<file path="src/sv/ssrp_pkg.sv">
// ----------------------------------------------------------------------------
// ssrp_pkg
// Shared constants, types and helpers for the servo status reply parser.
// ----------------------------------------------------------------------------
`default_nettype none

package ssrp_pkg;

    // frame buffer depth and the index width it needs
    localparam int FRAME_BYTES_MAX = 20;
    localparam int BUF_IDX_W       = $clog2(FRAME_BYTES_MAX);

    // longest frame the mask can select (status + 17 field bytes + checksum)
    localparam int FRAME_LEN_MAX = 19;

    // result codes
    localparam logic [1:0] RES_OK        = 2'd0;
    localparam logic [1:0] RES_REPLY_ERR = 2'd1;
    localparam logic [1:0] RES_CMD_ERR   = 2'd2;
    localparam logic [1:0] RES_UNUSED    = 2'd3;

    // status bit that flags a command checksum error
    localparam int CMD_ERR_BIT = 1;

    // configuration register indexes
    localparam logic REG_STATUS_ITEMS = 1'b0;

    // byte count of each optional field, mask bit 0 first
    localparam logic [2:0] FIELD_SIZE [8] = '{3'd4, 3'd1, 3'd2, 3'd1,
                                              3'd4, 3'd2, 3'd2, 3'd1};

    typedef logic [FRAME_BYTES_MAX-1:0][7:0] t_frame;

    // frame length for a field mask: status, present fields, checksum
    function automatic logic [4:0] frame_length(input logic [7:0] mask);
        logic [4:0] n;
        n = 5'd2;
        for (int b = 0; b < 8; b++) begin
            if (mask[b]) begin
                n = n + {2'b00, FIELD_SIZE[b]};
            end
        end
        return n;
    endfunction

    // buffer byte with out-of-range reads giving zero
    function automatic logic [7:0] buf_at(input t_frame f, input logic [5:0] i);
        logic [7:0] v;
        v = 8'h00;
        if (i < 6'(FRAME_BYTES_MAX)) begin
            v = f[i[BUF_IDX_W-1:0]];
        end
        return v;
    endfunction

endpackage

`default_nettype wire

</file>
<file path="src/sv/servo_status_reply_parser.sv">
// ----------------------------------------------------------------------------
// servo_status_reply_parser
// Collects servo reply bytes into frames, checks the additive checksum and
// keeps the last good copy of every status field.
// ----------------------------------------------------------------------------
// One reply byte is taken per cycle unless a checksum byte is held back. A byte
// passes through an input register and is handled in the single processing
// stage against the frame state. The checksum byte of a frame yields one
// result word through the input register and the result register; the result
// register holds it until taken, and other bytes keep flowing meanwhile, so
// only a second checksum byte waits behind an untaken result. The result shows
// the stored fields after the frame. status_items sets the frame layout; the
// user is to rewrite it only while no byte is in flight, which the block itself
// does not enforce. The layout in force at each byte sets the frame end.
`default_nettype none

module servo_status_reply_parser (
    input  wire logic               i_clk,
    input  wire logic               i_rst_n,
    // configuration port
    input  wire logic               psel,
    input  wire logic               penable,
    input  wire logic               pwrite,
    input  wire logic [2:0]         paddr,
    input  wire logic [31:0]        pwdata,
    output logic      [31:0]        prdata,
    output logic                    pready,
    // byte input
    input  wire logic               i_in_valid,
    output logic                    o_in_ready,
    input  wire logic [7:0]         i_rx_byte,
    input  wire logic               i_restart,
    // result output
    output logic                    o_out_valid,
    input  wire logic               i_out_ready,
    output logic      [1:0]         o_result_code,
    output logic      [7:0]         o_status_byte,
    output logic signed [31:0]      o_position,
    output logic      [7:0]         o_ad_value,
    output logic signed [15:0]      o_velocity,
    output logic      [7:0]         o_aux_status,
    output logic      [31:0]        o_home_position,
    output logic      [7:0]         o_module_type,
    output logic      [7:0]         o_module_version,
    output logic signed [15:0]      o_position_error,
    output logic      [7:0]         o_path_points
);

    // configuration register
    logic [7:0] r_status_items;

    // input register
    logic       r_in_valid;
    logic [7:0] r_in_byte;
    logic       r_in_restart;

    // frame state
    logic [4:0]       r_byte_index, n_byte_index;
    logic [7:0]       r_sum, n_sum;
    ssrp_pkg::t_frame r_buf;

    // held fields, also the result payload
    logic [7:0]  r_held_status;
    logic [31:0] r_held_position;
    logic [7:0]  r_held_ad;
    logic [15:0] r_held_velocity;
    logic [7:0]  r_held_aux;
    logic [31:0] r_held_home;
    logic [7:0]  r_held_type;
    logic [7:0]  r_held_version;
    logic [15:0] r_held_perror;
    logic [7:0]  r_held_npoints;

    // result register
    logic       r_out_valid, n_out_valid;
    logic [1:0] r_out_code, n_out_code;

    // processing stage signals
    logic [4:0] idx_eff;
    logic [7:0] sum_eff;
    logic [4:0] frame_len;
    logic       is_last;
    logic       advance;
    logic       take_byte;
    logic       finish;
    logic       sum_ok;
    logic       cmd_err;
    logic [4:0] off [8];
    logic [5:0] o_pos, o_ad, o_vel, o_aux, o_home, o_id, o_perr, o_np;

    // apb register access
    assign pready = 1'b1;
    assign prdata = (paddr[2] == ssrp_pkg::REG_STATUS_ITEMS) ? {24'h0, r_status_items}
                                                             : 32'h0;

    always_ff @(posedge i_clk) begin
        if (!i_rst_n) begin
            r_status_items <= 8'h00;
        end else if (psel && penable && pwrite && pready
                     && (paddr[2] == ssrp_pkg::REG_STATUS_ITEMS)) begin
            r_status_items <= pwdata[7:0];
        end
    end

    // frame position of this byte and end-of-frame test
    always_comb begin
        idx_eff   = r_in_restart ? 5'd0 : r_byte_index;
        sum_eff   = r_in_restart ? 8'd0 : r_sum;
        frame_len = ssrp_pkg::frame_length(r_status_items);
        is_last   = ({1'b0, idx_eff} + 6'd1) >= {1'b0, frame_len};
    end

    // stage advances unless a checksum byte meets an untaken result
    assign advance    = r_in_valid && (!is_last || !r_out_valid || i_out_ready);
    assign take_byte  = advance && !is_last;
    assign finish     = advance && is_last;
    assign o_in_ready = !r_in_valid || advance;

    // input register
    always_ff @(posedge i_clk) begin
        if (!i_rst_n) begin
            r_in_valid <= 1'b0;
        end else if (o_in_ready) begin
            r_in_valid <= i_in_valid;
        end
    end

    always_ff @(posedge i_clk) begin
        if (i_in_valid && o_in_ready) begin
            r_in_byte    <= i_rx_byte;
            r_in_restart <= i_restart;
        end
    end

    // field offsets within the frame for the current mask
    always_comb begin
        off[0] = 5'd1;
        for (int b = 0; b < 7; b++) begin
            off[b+1] = off[b] + (r_status_items[b] ? {2'b00, ssrp_pkg::FIELD_SIZE[b]}
                                                   : 5'd0);
        end
        o_pos  = {1'b0, off[0]};
        o_ad   = {1'b0, off[1]};
        o_vel  = {1'b0, off[2]};
        o_aux  = {1'b0, off[3]};
        o_home = {1'b0, off[4]};
        o_id   = {1'b0, off[5]};
        o_perr = {1'b0, off[6]};
        o_np   = {1'b0, off[7]};
    end

    // checksum and command error checks
    assign sum_ok  = (sum_eff == r_in_byte);
    assign cmd_err = r_buf[0][ssrp_pkg::CMD_ERR_BIT];

    // next frame state
    always_comb begin
        n_byte_index = r_byte_index;
        n_sum        = r_sum;
        if (take_byte) begin
            n_byte_index = idx_eff + 5'd1;
            n_sum        = sum_eff + r_in_byte;
        end else if (finish) begin
            n_byte_index = 5'd0;
            n_sum        = 8'd0;
        end
    end

    always_ff @(posedge i_clk) begin
        if (!i_rst_n) begin
            r_byte_index <= 5'd0;
            r_sum        <= 8'd0;
        end else begin
            r_byte_index <= n_byte_index;
            r_sum        <= n_sum;
        end
    end

    // frame buffer write
    always_ff @(posedge i_clk) begin
        if (take_byte && ({1'b0, idx_eff} < 6'(ssrp_pkg::FRAME_BYTES_MAX))) begin
            r_buf[idx_eff[ssrp_pkg::BUF_IDX_W-1:0]] <= r_in_byte;
        end
    end

    // result code
    always_comb begin
        if (!sum_ok) begin
            n_out_code = ssrp_pkg::RES_REPLY_ERR;
        end else if (cmd_err) begin
            n_out_code = ssrp_pkg::RES_CMD_ERR;
        end else begin
            n_out_code = ssrp_pkg::RES_OK;
        end
    end

    // result valid
    always_comb begin
        if (finish) begin
            n_out_valid = 1'b1;
        end else if (i_out_ready) begin
            n_out_valid = 1'b0;
        end else begin
            n_out_valid = r_out_valid;
        end
    end

    always_ff @(posedge i_clk) begin
        if (!i_rst_n) begin
            r_out_valid <= 1'b0;
        end else begin
            r_out_valid <= n_out_valid;
        end
    end

    always_ff @(posedge i_clk) begin
        if (finish) begin
            r_out_code <= n_out_code;
        end
    end

    // held field update on a good frame
    always_ff @(posedge i_clk) begin
        if (!i_rst_n) begin
            r_held_status   <= 8'h00;
            r_held_position <= 32'h0;
            r_held_ad       <= 8'h00;
            r_held_velocity <= 16'h0;
            r_held_aux      <= 8'h00;
            r_held_home     <= 32'h0;
            r_held_type     <= 8'h00;
            r_held_version  <= 8'h00;
            r_held_perror   <= 16'h0;
            r_held_npoints  <= 8'h00;
        end else if (finish && sum_ok) begin
            r_held_status <= ssrp_pkg::buf_at(r_buf, 6'd0);
            if (!cmd_err) begin
                if (r_status_items[0]) begin
                    r_held_position <= {ssrp_pkg::buf_at(r_buf, o_pos + 6'd3),
                                        ssrp_pkg::buf_at(r_buf, o_pos + 6'd2),
                                        ssrp_pkg::buf_at(r_buf, o_pos + 6'd1),
                                        ssrp_pkg::buf_at(r_buf, o_pos)};
                end
                if (r_status_items[1]) begin
                    r_held_ad <= ssrp_pkg::buf_at(r_buf, o_ad);
                end
                if (r_status_items[2]) begin
                    r_held_velocity <= {ssrp_pkg::buf_at(r_buf, o_vel + 6'd1),
                                        ssrp_pkg::buf_at(r_buf, o_vel)};
                end
                if (r_status_items[3]) begin
                    r_held_aux <= ssrp_pkg::buf_at(r_buf, o_aux);
                end
                if (r_status_items[4]) begin
                    r_held_home <= {ssrp_pkg::buf_at(r_buf, o_home + 6'd3),
                                    ssrp_pkg::buf_at(r_buf, o_home + 6'd2),
                                    ssrp_pkg::buf_at(r_buf, o_home + 6'd1),
                                    ssrp_pkg::buf_at(r_buf, o_home)};
                end
                if (r_status_items[5]) begin
                    r_held_type    <= ssrp_pkg::buf_at(r_buf, o_id);
                    r_held_version <= ssrp_pkg::buf_at(r_buf, o_id + 6'd1);
                end
                if (r_status_items[6]) begin
                    r_held_perror <= {ssrp_pkg::buf_at(r_buf, o_perr + 6'd1),
                                      ssrp_pkg::buf_at(r_buf, o_perr)};
                end
                if (r_status_items[7]) begin
                    r_held_npoints <= ssrp_pkg::buf_at(r_buf, o_np);
                end
            end
        end
    end

    // result outputs
    assign o_out_valid      = r_out_valid;
    assign o_result_code    = r_out_code;
    assign o_status_byte    = r_held_status;
    assign o_position       = $signed(r_held_position);
    assign o_ad_value       = r_held_ad;
    assign o_velocity       = $signed(r_held_velocity);
    assign o_aux_status     = r_held_aux;
    assign o_home_position  = r_held_home;
    assign o_module_type    = r_held_type;
    assign o_module_version = r_held_version;
    assign o_position_error = $signed(r_held_perror);
    assign o_path_points    = r_held_npoints;

`ifndef ASSERT_OFF
    // a waiting result keeps its fields
    a_result_holds: assert property (@(posedge i_clk) disable iff (!i_rst_n)
        (r_out_valid && !i_out_ready) |=> ($stable(r_held_status) && $stable(r_out_code)
                                          && $stable(r_held_position)))
        else $error("waiting result changed");

    // only defined result codes leave the block
    a_code_defined: assert property (@(posedge i_clk) disable iff (!i_rst_n)
        r_out_valid |-> (r_out_code != ssrp_pkg::RES_UNUSED))
        else $error("undefined result code");

    // frame index never reaches the longest frame length
    a_index_bound: assert property (@(posedge i_clk) disable iff (!i_rst_n)
        r_byte_index < 5'(ssrp_pkg::FRAME_LEN_MAX))
        else $error("frame index out of range");

    // a finished frame clears the frame state
    a_frame_cleared: assert property (@(posedge i_clk) disable iff (!i_rst_n)
        finish |=> ((r_byte_index == 5'd0) && (r_sum == 8'd0) && r_out_valid))
        else $error("frame state not cleared after checksum byte");
`endif

endmodule

`default_nettype wire

</file>
<file path="config.mk">
export PLATFORM = sky130hd
export DESIGN_NAME = servo_status_reply_parser
export DESIGN_NICKNAME = d
export VERILOG_FILES = /design/src/sv/ssrp_pkg.sv /design/src/sv/servo_status_reply_parser.sv
export SDC_FILE = /design/constraint.sdc
export NUM_CORES = 1
export LEC_CHECK = 0
export ABC_AREA = 1
export BUFFER_PORTS_ARGS = -buffer_cell sky130_fd_sc_hd__clkbuf_2
export CORE_UTILIZATION = 55
export DETAILED_ROUTE_END_ITERATION = 8
export HOLD_SLACK_MARGIN = 0.08
export PLACE_DENSITY = 0.75
export SYNTH_ARGS = -nofsm -noshare
export SYNTH_HDL_FRONTEND = slang
export SYNTH_SLANG_ARGS = --single-unit
</file>
<file path="constraint.sdc">
create_clock -name i_clk -period 6.33 [get_ports i_clk]
set_input_delay 1.266 -clock i_clk [delete_from_list [all_inputs] [get_ports i_clk]]
set_output_delay 1.266 -clock i_clk [all_outputs]
set_load 0.05 [all_outputs]
</file>
==> results.py <==
metrics = {
    "setup_path": {
        "critPathRequiredTime_ns": 5.06,
        "rrSetupSlack_ns": 0.90,
        "critPathCaptureType": "primary output",
        "crit_path_frequent_cell": "nand2_1",
        "rr_worst_depth": 25,
        "path_cells": "inv_1 > ha_1 > buf_4 > nand2_1 > o21ai_0 > nand2_1 > inv_1 > nand2_1 > nand2_1 > inv_1 > ha_1 > nand2_1 > nand2_1 > nand2_1 > nand3_1 > nand2_1 > inv_1 > ha_1 > nand2_1 > nand2_1 > a21oi_1 > nand3_2 > nand4_1 > buf_12",
        "startpoint_type": "register",
        "slowest_delay_ns": 0.42,
        "r2r_end": "r_buf[128]",
        "crit_type": "reg -> out",
        "critPathArrivalTime_ns": 4.29,
        "r2r_start": "r_status_items[2]",
        "cp_max_fo": 9,
        "critical-path-slowest-cell": "dfxtp_1",
    },
    "timing": {
        "tns_ns": 0,
        "worst_pin_slew_ns": 1.29,
        "clock_skew_ns": 0.0362,
        "hold_violations": 0,
        "slew_headroom": 0.129,
        "setup-violations-final": 0,
        "post-route-period-util": 0.877,
        "finalCriticalPeriod_ns": 5.55,
        "maxSlewViolCount": 0,
        "rsz0062_at_grt": "no",
        "max_freq_mhz": 180,
    },
    "global_routing": {
        "grt_use_total": 0.460,
        "grt_max_degree": 93,
        "grt_pass1_vias": 23200,
        "overflow": 0,
        "antenna_found_initial": 1,
        "grt_pass1_wl_um": 147000,
    },
    "worst_hold_path": {
        "min_path_cells": 2,
        "min_path_type": "reg -> reg",
        "holdCritStartpoint": "o_home_position[1]",
        "hold_end": "o_home_position[1]",
    },
    "clock_network": {
        "cts_setup_buffers": 0,
        "clkSlewWorstSetupHoldPaths_ns": 0.06,
        "cts_resized": 0,
        "cts_num_sinks": 338,
        "numCtsBuffers": 39,
        "ctsHoldBuffers": 0,
        "cts_root_buf": "clkbuf_16",
        "cts_tree": "yes",
        "max-clock-path-buffers": 3,
        "clk_latency_ns": 0.60,
        "htreeDepth": 2,
    },
    "placed_design": {
        "io_buffers": 180,
        "hpwl_um": 73500,
        "place_congestion": 1.07,
    },
    "logic_synthesis": {
        "synth-main-ff-cell": "edfxtp_1",
        "async_flop_share": 0,
        "yosys_warnings": 0,
        "synth_area_mm2": 0.0233,
        "ys_types": 53,
        "synth-edff-count": 171,
        "syn-instance-count": 3633,
        "seq_area_frac_synth": 0.364,
        "avgSynthCellArea_um2": 6.42,
        "ys_ff_latch": 338,
    },
    "die": {
        "ios": 232,
        "initial_utilization": 0.557,
        "coreArea_mm2": 0.0419,
        "die_h_um": 208,
        "die_area_mm2": 0.0432,
        "die_width_um": 208,
        "num_rows": 75,
    },
    "drt": {
        "initialDrtViolationCount": 4264,
        "via_per_inst": 6.11,
        "routed-via-count": 26300,
        "post_drt_wl_per_cell_um": 23.6,
        "wirelength_um": 101000,
        "dr.pass1.iters": 7,
        "drc_errors": 0,
        "ant_nets": 0,
    },
    "power_and_ir_drop": {
        "power-per-cell-area_mw_per_mm2": 246,
        "max-vdd-ir-drop_v": 0.000264,
        "p_leak_nw": 12.0,
        "total_power_mw": 6.35,
    },
    "flow_run": {
        "cap_violations": 0,
    },
    "final_layout": {
        "syn2layout_area_growth_pct": 10.9,
        "n_antenna_cell": 0,
        "drive_gt1_frac": 0.103,
        "finalNetCount": 3814,
        "fin_util": 0.618,
    },
    "status": {
        "status": "complete, no violations",
    },
}
[per-stage QoR]
stage               std cells  instance area, um^2  setup WS (ns)  hold WS (ns)
finish                   4294                25900          0.778         0.461
global route             4294                25900          0.395         0.474
CTS                      4294                25900          0.799         0.463
detailed placement       4222                24500           1.04         0.454
global placement         4222                24500           1.12         0.449
floorplan                3656                23400           1.45         0.441
[layout by cell type, fill, tap and decap left out, drive strengths merged, types with 4 or more instances in the layout]
cell / count
xor2: 7
or2: 7
ha: 38
o21bai: 7
dfxtp: 167
edfxtp: 171
o22ai: 7
a21oi: 223
clkbuf: 230
conb: 25
o211ai: 48
inv: 223
bufinv: 4
xnor2: 6
o21ai: 252
nor3: 4
mux2i: 5
buf: 71
nand3: 506
nor2: 214
clkinv: 14
and2: 8
o221ai: 8
nand2: 1478
nand4: 14
[per-layer routing]
layer / share of wire / up-vias / global-route usage
met2: 0.41 / 1890 / 0.659
met5: 0.00014 / - / 0
met3: 0.15 / 380 / 0.131
li1: - / 12100 / -
met4: 0.073 / 2 / 0.297
met1: 0.37 / 11900 / 0.606
[where the power goes]
group	leakage (nW)	switching, mW	total (mW)	internal (mW)
clock	0.659	1.00	2.40	1.40
combinational	8.40	1.22	1.62	0.403
sequential	2.89	0.0180	2.33	2.31
[worst max-delay path: cells and delay by family (launching register included)]
kind	cells	cell delay, ns
AND/OR/NAND/NOR	13	1.26
adder cells (fa/ha/maj)	3	0.93
buffers and inverters	6	0.70
flip-flops	1	0.42
AO/OA/AOI/OAI	2	0.36
[cell families (layout without fill, tap and decap cells)]
| family | after synthesis | in the layout | share of synthesized area |
|---|---|---|---|
| AO/OA/AOI/OAI | 556 | 556 | 0.129 |
| XOR/XNOR | 13 | 13 | 0.00553 |
| adder cells (fa/ha/maj) | 39 | 39 | 0.0212 |
| buffers and inverters | 444 | 543 | 0.0801 |
| flip-flops | 338 | 338 | 0.364 |
| multiplexers | 5 | 5 | 0.00215 |
| other | 2 | 25 | 0.000322 |
| AND/OR/NAND/NOR | 2236 | 2236 | 0.398 |
[area by class of cell]
cell class                 instances  area, um^2
timing repair buffer             250        1450
multi-input combinational       2874       13100
clock buffer                      51        1080
tap                              539         674
inverter                         221         836
fill                            4008       16000
sequential                       338        8480
clock inverter                    21         263
[cell usage after synthesis (3+ instances only)]
master,count,area share
inv_2,15,0.0024
nand2_1,1456,0.23
o221ai_1,8,0.0030
nand4_1,12,0.0032
clkbuf_1,120,0.019
inv_1,201,0.032
o21ai_0,244,0.052
xor2_1,6,0.0023
buf_1,16,0.0026
nand2_2,20,0.0054
buf_2,53,0.011
clkinv_1,4,0.00064
o211ai_1,48,0.015
nor2_4,4,0.0019
nand3b_1,3,0.00097
dfxtp_1,167,0.14
nor2_2,6,0.0016
ha_1,38,0.020
xnor2_1,5,0.0019
buf_4,33,0.011
o21ai_2,3,0.0011
nand3_1,504,0.11
edfxtp_1,171,0.22
o21a_1,3,0.00097
o22ai_1,7,0.0019
mux2i_1,5,0.0021
or2_2,7,0.0019
nor2_1,204,0.033
a211oi_1,3,0.00097
o21bai_1,7,0.0023
a21oi_1,222,0.048
o21ai_1,4,0.00086
and2_1,8,0.0021
[worst max-delay path by stage]
stage / startpoint / to / slack [ns]
finish: r_status_items[2] / o_in_ready / 0.78
global route: r_status_items[2] / o_in_ready / 0.40
CTS: r_status_items[2] / o_in_ready / 0.80
detailed placement: r_status_items[2] / r_buf[141] / 1.04
global placement: r_status_items[2] / r_buf[107] / 1.12
floorplan: r_status_items[1] / o_in_ready / 1.45
[flip-flops by register name (all words and copies together) (netlist names), 16 cells and up]
signal            cells
o_position_error     16
o_velocity           16
o_position           32
r_buf               159
o_home_position      32
Note: power is estimated with default switching activity, not from simulation.
